**src/rrcg_pkg.sv**
```systemverilog
`timescale 1ns / 1ps
// Shared types, constants and sine table for the rotated raster coordinate generator.
// No dependencies; every other file imports this package.
package rrcg_pkg;

    localparam int MAX_DIM      = 1024;
    localparam int SINE_ENTRIES = 256;
    localparam int QUARTER      = SINE_ENTRIES / 4;
    localparam int ANGLE_W      = $clog2(SINE_ENTRIES);
    localparam int DIM_CFG_W    = 11;
    localparam int IDX_W        = $clog2(MAX_DIM);
    localparam int SIZE_W       = IDX_W + 1;
    localparam int ACC_W        = 32;
    localparam int COORD_W      = 22;
    localparam int COORD_SHIFT  = 8;
    localparam int CFG_DATA_W   = 11;
    localparam int CFG_ADDR_W   = 2;
    localparam int SETTLE_W     = 2;

    localparam logic [ANGLE_W-1:0]   ANGLE_RST     = 8'h00;
    localparam logic [DIM_CFG_W-1:0] DIM_RST       = 11'd64;
    localparam logic [ANGLE_W-1:0]   ANGLE_COS_OFS = 8'h40;
    localparam logic [ANGLE_W-1:0]   ANGLE_NEG_OFS = 8'h80;
    // cycles the derived config pipeline needs after a write or reset
    localparam logic [SETTLE_W-1:0]  CFG_SETTLE    = 2'd2;

    typedef enum logic [CFG_ADDR_W-1:0] {
        REG_ANGLE    = 2'd0,
        REG_WIDTH    = 2'd1,
        REG_HEIGHT   = 2'd2,
        REG_ABS_MODE = 2'd3
    } cfg_index_t;

    // derived per-frame constants; all but the last indices in 16.16 with 2^32 wrap
    typedef struct packed {
        logic [ACC_W-1:0] rx;
        logic [ACC_W-1:0] ry;
        logic [ACC_W-1:0] cx;
        logic [ACC_W-1:0] cy;
        logic [ACC_W-1:0] org_x;
        logic [ACC_W-1:0] org_y;
        logic [ACC_W-1:0] col_ofs_x;
        logic [ACC_W-1:0] col_ofs_y;
        logic [IDX_W-1:0] w_last;
        logic [IDX_W-1:0] h_last;
    } cfg_t;

    // first quarter wave of sin, 16.16, entries 0..QUARTER
    localparam logic [ACC_W-1:0] SINE_QTR [0:64] = '{
        32'h00000000, 32'h00000648, 32'h00000C8F, 32'h000012D5,
        32'h00001917, 32'h00001F56, 32'h00002590, 32'h00002BC4,
        32'h000031F1, 32'h00003817, 32'h00003E33, 32'h00004447,
        32'h00004A50, 32'h0000504D, 32'h0000563E, 32'h00005C22,
        32'h000061F7, 32'h000067BD, 32'h00006D74, 32'h00007319,
        32'h000078AD, 32'h00007E2E, 32'h0000839C, 32'h000088F5,
        32'h00008E39, 32'h00009368, 32'h0000987F, 32'h00009D7F,
        32'h0000A267, 32'h0000A736, 32'h0000ABEB, 32'h0000B085,
        32'h0000B504, 32'h0000B968, 32'h0000BDAE, 32'h0000C1D8,
        32'h0000C5E4, 32'h0000C9D1, 32'h0000CD9F, 32'h0000D14D,
        32'h0000D4DB, 32'h0000D848, 32'h0000DB94, 32'h0000DEBE,
        32'h0000E1C5, 32'h0000E4AA, 32'h0000E76B, 32'h0000EA09,
        32'h0000EC83, 32'h0000EED8, 32'h0000F109, 32'h0000F314,
        32'h0000F4FA, 32'h0000F6BA, 32'h0000F853, 32'h0000F9C7,
        32'h0000FB14, 32'h0000FC3B, 32'h0000FD3A, 32'h0000FE13,
        32'h0000FEC4, 32'h0000FF4E, 32'h0000FFB1, 32'h0000FFEC,
        32'h00010000
    };

    // full-wave lookup by quarter symmetry
    function automatic logic [ACC_W-1:0] sine_lookup(input logic [ANGLE_W-1:0] idx);
        logic [6:0]       qi;
        logic [ACC_W-1:0] v;
        qi = idx[6] ? (7'(QUARTER) - {1'b0, idx[5:0]}) : {1'b0, idx[5:0]};
        v  = SINE_QTR[qi];
        return idx[7] ? (ACC_W'(0) - v) : v;
    endfunction

    // zero acts as one, anything above MAX_DIM acts as MAX_DIM
    function automatic logic [SIZE_W-1:0] eff_size(input logic [DIM_CFG_W-1:0] v);
        if (v == '0) begin
            return SIZE_W'(1);
        end else if (int'(v) > MAX_DIM) begin
            return SIZE_W'(MAX_DIM);
        end else begin
            return SIZE_W'(v);
        end
    endfunction

endpackage

```
**src/rotated_raster_coordinate_generator_core.sv**
```systemverilog
`timescale 1ns / 1ps
// Top level of the rotated raster coordinate generator: stream ports and config write port.
// Depends on rrcg_pkg, rrcg_cfg and rrcg_gen.

// Each input transaction produces one result transaction: the rotated 16.16 source coordinate
// of the next pixel of a width-by-height raster in row-major order, shifted right by 8, with
// tuser marking the last pixel of a row and tlast the last pixel of the frame; the raster
// wraps to a new frame by itself, and frame_start restarts it at pixel zero. One transaction
// is taken per clock while s_tready is high; each input passes through the input register, then
// the accumulator update into the result register; while a result waits the input side takes
// one more transaction into its register and then holds s_tready low. After reset, and after
// any configuration write, s_tready stays low while the sine lookups and the origin multiplies
// settle.
module rotated_raster_coordinate_generator_core
    import rrcg_pkg::*;
(
    input  logic                  aclk,
    input  logic                  aresetn,
    input  logic                  cfg_wr_en,
    input  logic [CFG_ADDR_W-1:0] cfg_addr,
    input  logic [CFG_DATA_W-1:0] cfg_wdata,
    input  logic                  s_tvalid,
    output logic                  s_tready,
    input  logic [7:0]            s_tdata,   // [0] frame_start, [7:1] zero
    output logic                  m_tvalid,
    input  logic                  m_tready,
    output logic [47:0]           m_tdata,   // [21:0] coord_x, [43:22] coord_y, [47:44] zero
    output logic                  m_tuser,   // row_end
    output logic                  m_tlast    // frame_end
);

    cfg_t               cfg;
    logic               cfg_busy;
    logic [COORD_W-1:0] coord_x, coord_y;

    rrcg_cfg u_cfg (
        .aclk      (aclk),
        .aresetn   (aresetn),
        .cfg_wr_en (cfg_wr_en),
        .cfg_addr  (cfg_addr),
        .cfg_wdata (cfg_wdata),
        .cfg       (cfg),
        .cfg_busy  (cfg_busy)
    );

    rrcg_gen u_gen (
        .aclk          (aclk),
        .aresetn       (aresetn),
        .cfg           (cfg),
        .cfg_busy      (cfg_busy),
        .s_valid       (s_tvalid),
        .s_ready       (s_tready),
        .s_frame_start (s_tdata[0]),
        .m_valid       (m_tvalid),
        .m_ready       (m_tready),
        .m_coord_x     (coord_x),
        .m_coord_y     (coord_y),
        .m_row_end     (m_tuser),
        .m_frame_end   (m_tlast)
    );

    assign m_tdata = {4'b0000, coord_y, coord_x};

endmodule

```
**src/rrcg_cfg.sv**
```systemverilog
`timescale 1ns / 1ps
// Configuration registers and the two-stage pipeline that derives step vectors and origins.
// Depends on rrcg_pkg.
module rrcg_cfg
    import rrcg_pkg::*;
(
    input  logic                  aclk,
    input  logic                  aresetn,
    input  logic                  cfg_wr_en,
    input  logic [CFG_ADDR_W-1:0] cfg_addr,
    input  logic [CFG_DATA_W-1:0] cfg_wdata,
    output cfg_t                  cfg,
    output logic                  cfg_busy
);

    logic [ANGLE_W-1:0]   angle_reg;
    logic [DIM_CFG_W-1:0] width_reg;
    logic [DIM_CFG_W-1:0] height_reg;
    logic                 abs_mode_reg;
    logic [SETTLE_W-1:0]  settle_reg;

    // stage 1: table lookups and effective sizes
    logic [ACC_W-1:0]  rx_reg, ry_reg, cx_reg, cy_reg;
    logic [IDX_W-1:0]  hw_reg, hh_reg, w_last_reg, h_last_reg;
    logic              centred_reg;
    logic [SIZE_W-1:0] w_eff, h_eff;
    logic [ACC_W-1:0]  sin_val, cos_val, neg_val;

    // stage 2: origin and column offsets
    logic [ACC_W-1:0] org_x_reg, org_y_reg, col_ofs_x_reg, col_ofs_y_reg;

    always_ff @(posedge aclk) begin
        if (!aresetn) begin
            angle_reg    <= ANGLE_RST;
            width_reg    <= DIM_RST;
            height_reg   <= DIM_RST;
            abs_mode_reg <= 1'b0;
            settle_reg   <= CFG_SETTLE;
        end else begin
            if (cfg_wr_en) begin
                settle_reg <= CFG_SETTLE;
                case (cfg_index_t'(cfg_addr))
                    REG_ANGLE:    angle_reg    <= cfg_wdata[ANGLE_W-1:0];
                    REG_WIDTH:    width_reg    <= cfg_wdata[DIM_CFG_W-1:0];
                    REG_HEIGHT:   height_reg   <= cfg_wdata[DIM_CFG_W-1:0];
                    REG_ABS_MODE: abs_mode_reg <= cfg_wdata[0];
                    default: ;
                endcase
            end else if (settle_reg != '0) begin
                settle_reg <= settle_reg - SETTLE_W'(1);
            end
        end
    end

    assign w_eff   = eff_size(width_reg);
    assign h_eff   = eff_size(height_reg);
    assign sin_val = sine_lookup(angle_reg);
    assign cos_val = sine_lookup(angle_reg + ANGLE_COS_OFS);
    assign neg_val = sine_lookup(angle_reg + ANGLE_NEG_OFS);

    always_ff @(posedge aclk) begin
        rx_reg      <= sin_val;
        ry_reg      <= cos_val;
        cx_reg      <= {cos_val[ACC_W-2:0], 1'b0};
        cy_reg      <= {neg_val[ACC_W-2:0], 1'b0};
        hw_reg      <= w_eff[SIZE_W-1:1];
        hh_reg      <= h_eff[SIZE_W-1:1];
        w_last_reg  <= IDX_W'(w_eff - SIZE_W'(1));
        h_last_reg  <= IDX_W'(h_eff - SIZE_W'(1));
        centred_reg <= ~abs_mode_reg;
    end

    always_ff @(posedge aclk) begin
        org_x_reg     <= centred_reg ? (ACC_W'(0) - rx_reg * ACC_W'(hw_reg)) : '0;
        org_y_reg     <= centred_reg ? (ACC_W'(0) - ry_reg * ACC_W'(hh_reg)) : '0;
        col_ofs_x_reg <= centred_reg ? (cx_reg * ACC_W'(hw_reg)) : '0;
        col_ofs_y_reg <= centred_reg ? (cy_reg * ACC_W'(hh_reg)) : '0;
    end

    assign cfg.rx        = rx_reg;
    assign cfg.ry        = ry_reg;
    assign cfg.cx        = cx_reg;
    assign cfg.cy        = cy_reg;
    assign cfg.org_x     = org_x_reg;
    assign cfg.org_y     = org_y_reg;
    assign cfg.col_ofs_x = col_ofs_x_reg;
    assign cfg.col_ofs_y = col_ofs_y_reg;
    assign cfg.w_last    = w_last_reg;
    assign cfg.h_last    = h_last_reg;
    assign cfg_busy      = (settle_reg != '0);

endmodule

```
**src/rrcg_gen.sv**
```systemverilog
`timescale 1ns / 1ps
// Pixel walker: input register, raster counters, row/pixel accumulators, result register.
// Depends on rrcg_pkg.
module rrcg_gen
    import rrcg_pkg::*;
(
    input  logic               aclk,
    input  logic               aresetn,
    input  cfg_t               cfg,
    input  logic               cfg_busy,
    input  logic               s_valid,
    output logic               s_ready,
    input  logic               s_frame_start,
    output logic               m_valid,
    input  logic               m_ready,
    output logic [COORD_W-1:0] m_coord_x,
    output logic [COORD_W-1:0] m_coord_y,
    output logic               m_row_end,
    output logic               m_frame_end
);

    logic               in_valid_reg, in_fs_reg;
    logic [IDX_W-1:0]   col_reg, row_reg;
    logic [ACC_W-1:0]   rs_x_reg, rs_y_reg, pix_x_reg, pix_y_reg;
    logic               out_valid_reg, row_end_reg, frame_end_reg;
    logic [COORD_W-1:0] coord_x_reg, coord_y_reg;

    logic               advance;
    logic [IDX_W-1:0]   col_cur, row_cur, col_next, row_next;
    logic               first_col, last_col, last_row;
    logic [ACC_W-1:0]   rs_base_x, rs_base_y, pix_cur_x, pix_cur_y;

    assign advance = in_valid_reg && (!out_valid_reg || m_ready);
    assign s_ready = !cfg_busy && (!in_valid_reg || advance);

    always_comb begin
        col_cur   = in_fs_reg ? '0 : col_reg;
        row_cur   = in_fs_reg ? '0 : row_reg;
        first_col = (col_cur == '0);
        rs_base_x = (row_cur == '0) ? cfg.org_x : rs_x_reg;
        rs_base_y = (row_cur == '0) ? cfg.org_y : rs_y_reg;
        pix_cur_x = first_col ? (rs_base_x - cfg.col_ofs_x) : pix_x_reg;
        pix_cur_y = first_col ? (rs_base_y - cfg.col_ofs_y) : pix_y_reg;
        // an index past a shrunk size counts as the last one
        last_col  = (col_cur >= cfg.w_last);
        last_row  = (row_cur >= cfg.h_last);
        col_next  = last_col ? '0 : (col_cur + IDX_W'(1));
        row_next  = !last_col ? row_cur : (last_row ? '0 : (row_cur + IDX_W'(1)));
    end

    always_ff @(posedge aclk) begin
        if (!aresetn) begin
            in_valid_reg  <= 1'b0;
            out_valid_reg <= 1'b0;
            col_reg       <= '0;
            row_reg       <= '0;
        end else begin
            if (s_valid && s_ready) begin
                in_valid_reg <= 1'b1;
            end else if (advance) begin
                in_valid_reg <= 1'b0;
            end
            if (advance) begin
                out_valid_reg <= 1'b1;
                col_reg       <= col_next;
                row_reg       <= row_next;
            end else if (m_ready) begin
                out_valid_reg <= 1'b0;
            end
        end
    end

    always_ff @(posedge aclk) begin
        if (s_valid && s_ready) begin
            in_fs_reg <= s_frame_start;
        end
        if (advance) begin
            if (first_col) begin
                rs_x_reg <= rs_base_x + cfg.rx;
                rs_y_reg <= rs_base_y + cfg.ry;
            end
            pix_x_reg     <= pix_cur_x + cfg.cx;
            pix_y_reg     <= pix_cur_y + cfg.cy;
            // arithmetic shift then keep the low bits
            coord_x_reg   <= pix_cur_x[COORD_SHIFT+COORD_W-1:COORD_SHIFT];
            coord_y_reg   <= pix_cur_y[COORD_SHIFT+COORD_W-1:COORD_SHIFT];
            row_end_reg   <= last_col;
            frame_end_reg <= last_col && last_row;
        end
    end

    assign m_valid     = out_valid_reg;
    assign m_coord_x   = coord_x_reg;
    assign m_coord_y   = coord_y_reg;
    assign m_row_end   = row_end_reg;
    assign m_frame_end = frame_end_reg;

endmodule

```
**config.mk**
```make
export PLATFORM = sky130hd
export DESIGN_NAME = rotated_raster_coordinate_generator_core
export DESIGN_NICKNAME = d
export VERILOG_FILES = /design/src/rrcg_pkg.sv /design/src/rotated_raster_coordinate_generator_core.sv /design/src/rrcg_cfg.sv /design/src/rrcg_gen.sv
export SDC_FILE = /design/constraint.sdc
export NUM_CORES = 2
export LEC_CHECK = 0
export BUFFER_PORTS_ARGS = -buffer_cell sky130_fd_sc_hd__buf_4
export CORE_ASPECT_RATIO = 1.4
export CORE_UTILIZATION = 69
export DETAILED_ROUTE_END_ITERATION = 7
export PLACE_DENSITY = 0.95
export RECOVER_POWER = 50
export SLEW_MARGIN = 25
export SYNTH_ARGS = -nofsm -noshare
export SYNTH_HDL_FRONTEND = slang
export SYNTH_SLANG_ARGS = --single-unit
```
**constraint.sdc**
```tcl
create_clock -name aclk -period 17.91 [get_ports aclk]
set_clock_uncertainty 0.2 [all_clocks]
set_input_delay 0.8955 -clock aclk [delete_from_list [all_inputs] [get_ports aclk]]
set_output_delay 0.8955 -clock aclk [all_outputs]
set_load 0.005 [all_outputs]
```
==> metrics.md <==
| Metric | Value |
|---|---|
| Status | complete, but fails checks |
| Failing checks | design-rule violations, max-capacitance violations, max-slew violations |
| Row cnt | ~130 |
| VDD IR max | 221 uV |
| Total power | 0.00958 W |
| # hold bufs at CTS | 0 |
| Final setup fails | 0 |
| Gr ovfl total | 0 |
| Reg2reg start | u_gen.in_fs_reg |
| CP peak stage delay | approximately 1.7 ns |
| Hold Path Depth | 1 |
| Full die area | approximately 86000 um2 |
| Gates resized, CTS repair | 0 |
| Mapped Avg Cell Area | just under 9 um2 |
| Worst Path Arrival | between 10 and 15 ns |
| Buf/Inv on CP | 2 |
| Final Hold Violating Endpoints | 0 |
| DR vias | 50215 |
| Critical path peak fanout | 34 |
| Post-synth top area share | approximately 25% |
| Synth area leader | fa_1 |
| Worst Tran Pin Value | 4.17 ns |
| Skew-Pair Late Insertion Delay | 0.67 ns |
| Inserted Clock Buffers | 50 |
| Area of the core | 83400 um2 |
| Sum Neg Setup Slack | 0 ns |
| Worst min path class | reg2reg |
| DR iter-0 viols | 5445 |
| CP top delay family | compound AO/OA/AOI/OAI gates |
| Hold Crit Endpoint | u_cfg.centred_reg |
| Leakage dissipation | about 28 nW |
| Vias in the first global route | roughly 53000 |
| Yosys cell types | between 90 and 100 |
| Ranking of synthesized cells by area | fa_1 25%, dfxtp_1 10%, ha_1 9.7% |
| Worst Setup Start Kind | flip-flop |
| Layout cell share with drive strength beyond 1 | under 10% |
| Sequential area share after synthesis | between 10% and 20% |
| Ports | around 80 |
| Worst reg2reg path depth | 29 |
| Cell Area, Synth | about 58000 um2 |
| Clk buf depth | 3 |
| Final-stage net count | 7732 |
| Min-delay src | u_cfg.abs_mode_reg |
| Slowest stage cell, crit path | clkbuf_1 |
| Crit path kind | reg2reg |
| PD cells | between 150 and 200 nW/um2 |
| Die span in x | 248 um |
| GR Util All Layers | roughly two fifths |
| CTS tree | done |
| Post-CTS setup buffers | 0 |
| Worst Setup End Kind | flip-flop |
| #FFs+latches synth | 467 |
| Placer congestion estimate | 1.03 |
| Synth Instances | 6688 |
| Root Driver | clkbuf_16 |
| DRC | 2 |
| CTS Sinks | around 470 |
| Tmin final | between 10 and 15 ns |
| DR pass1 iterations | 8 |
| Ys Warns | 0 |
| Port bufs | between 60 and 70 |
| Asr flop ratio synth | 0% |
| Reg2reg end | u_gen.pix_y_reg[29] |
| Initial core utilization | a little over two thirds |
| R2R Setup Slk | 6.49 ns |
| Max-cap violations | 10 |
| Htree depth | 2 |
| Dpl hpwl | 124 mm |
| Initial antenna violation count | 15 |
| DIE HEIGHT | about 350 um |
| Final period util | between 60% and 70% |
| Syn-to-layout area delta | 4.65% |
| Final ANT Viol Nets | 0 |
| Fillers | around 5300 |
| Final Max Tran Viols | ~460 |
| Slew HR | -178% |
| Largest net degree at the start of global routing | 73 |
| First-pass GRT wire length | 277 mm |
| Avg WL per Cell | 22.9 um |
| Post-synth EDFFs | around 170 |
| Clock-pin slew on the worst setup and hold paths | 0.06 ns |
| Main synth FF type | dfxtp_1 |
| Critical Path RT | between 15 and 20 ns |
| DRT Wirelength | approximately 180 mm |
| Via density | ~6.6 |
| RSZ-0062 raised after global routing | false |
| Maximum clock frequency | 87.6 MHz |
## cells by family after synthesis
family / synth area share, %
xor+xnor: 5.41
flops: 18.9
buf+inv: 8.80
compound gates: 12.4
fa+ha+maj: 34.5
mux: 2.24
simple gates: 17.8
other cells: 0.00643
## worst reg2reg max path, delay by kind of cell (launching register included)
kind	cells	cell delay, ns
AO/OA/AOI/OAI	16	3.78
buffers and inverters	2	3.41
AND/OR/NAND/NOR	5	1.11
flip-flops	1	0.95
multiplexers	2	0.77
adder cells (fa/ha/maj)	2	0.72
XOR/XNOR	2	0.20
## synth_stat cells, types with 10 or more instances
cell	count
a211oi_1	43
xnor2_1	221
mux2i_1	45
a21boi_0	32
o211ai_1	29
xor2_1	134
fa_1	722
nor2b_1	106
nor3_1	84
nor2_1	296
o21ai_0	244
and2_1	490
a21o_1	128
o21a_1	56
a311oi_1	11
dfxtp_1	302
a21oi_1	305
inv_1	980
o21bai_1	35
nand2_1	834
nand3_1	67
o31ai_1	28
edfxtp_1	165
and3_1	35
or3_1	25
a221oi_1	17
buf_2	34
nor3b_1	15
o22ai_1	11
nand4_1	17
a41oi_1	14
clkbuf_1	270
nand2b_1	72
ha_1	451
mux2_2	68
or2_2	14
a31oi_1	39
buf_1	36
buf_4	10
a211o_1	14
nor4_1	17
## layer usage
metal  vias up  track usage (%)  wire [um]
met3      1494             10.3      19000
li1      21244                -          -
met4        10             38.1      19600
met5         -                0         63
met2      3543             68.6      82700
met1     23924             44.1      53800
## cell usage in the layout, fill, tap and decap left out, drive strengths merged, types with 39 or more instances in the layout
cell type and instances:
a31oi 39, a21o 128, inv 989, ha 451, a21oi 306, xnor2 223, dfxtp 302, a211oi 43
and2 490, buf 83, clkbuf 124, nand2b 72, edfxtp 165, nand3 68, fa 722, mux2 68
xor2 134, o21a 56, nand2 834, nor2 297, o21ai 247, nor3 85, nor2b 108, mux2i 45
## report_power, final
part	switching, W	leakage (nW)	internal [W]
logic	0.00404	23.2	0.00260
registers	0.000244	3.99	0.00158
clock network	0.000515	0.836	0.000598
total	0.00480	28.0	0.00478
## per-stage QoR
| stage | cell area, um2 | setup WS [ns] | utilization (%) | std cells | hold WS, ns |
|---|---|---|---|---|---|
| after floorplan | 58300 | 10.42 | - | 6691 | 0.152 |
| after global placement | 59300 | 9.32 | 71.2 | 7558 | 0.164 |
| after detailed placement | 59400 | 9.09 | 71.2 | 7558 | 0.158 |
| after CTS | 61100 | 9.06 | 73.2 | 7652 | 0.177 |
| after global routing | 61000 | 6.03 | 73.2 | 7655 | 0.216 |
| final | 61000 | 6.49 | 73.2 | 7660 | 0.178 |
## how the worst max path moves through the flow
stage,startpoint,end,slack [ns],cells past startpoint
4_1_cts,u_gen.in_fs_reg,u_gen.pix_x_reg[29],9.06,25
3_5_place_dp,u_gen.in_fs_reg,u_gen.pix_x_reg[29],9.09,25
6_report,u_gen.in_fs_reg,u_gen.pix_y_reg[29],6.49,29
2_1_floorplan,u_gen.in_fs_reg,u_gen.pix_x_reg[29],10.42,34
3_3_place_gp,u_gen.in_fs_reg,u_gen.pix_x_reg[29],9.32,25
5_1_grt,u_gen.in_fs_reg,u_gen.pix_y_reg[29],6.03,29
## cell type report
| cell class | count | area, um2 | share of cell area (%) |
|---|---|---|---|
| Multi-Input combinational cell | 4887 | 42200 | 69.2 |
| Sequential cell | 467 | 11000 | 18.1 |
| Inverter | 983 | 3690 | 6.05 |
| Clock buffer | 63 | 1370 | 2.25 |
| Tap cell | 1079 | 1350 | 2.21 |
| Timing Repair Buffer | 144 | 991 | 1.62 |
| Clock inverter | 31 | 324 | 0.531 |
| Antenna cell | 6 | 15.0 | 0.0246 |
Note: power is estimated with default switching activity, not from simulation.
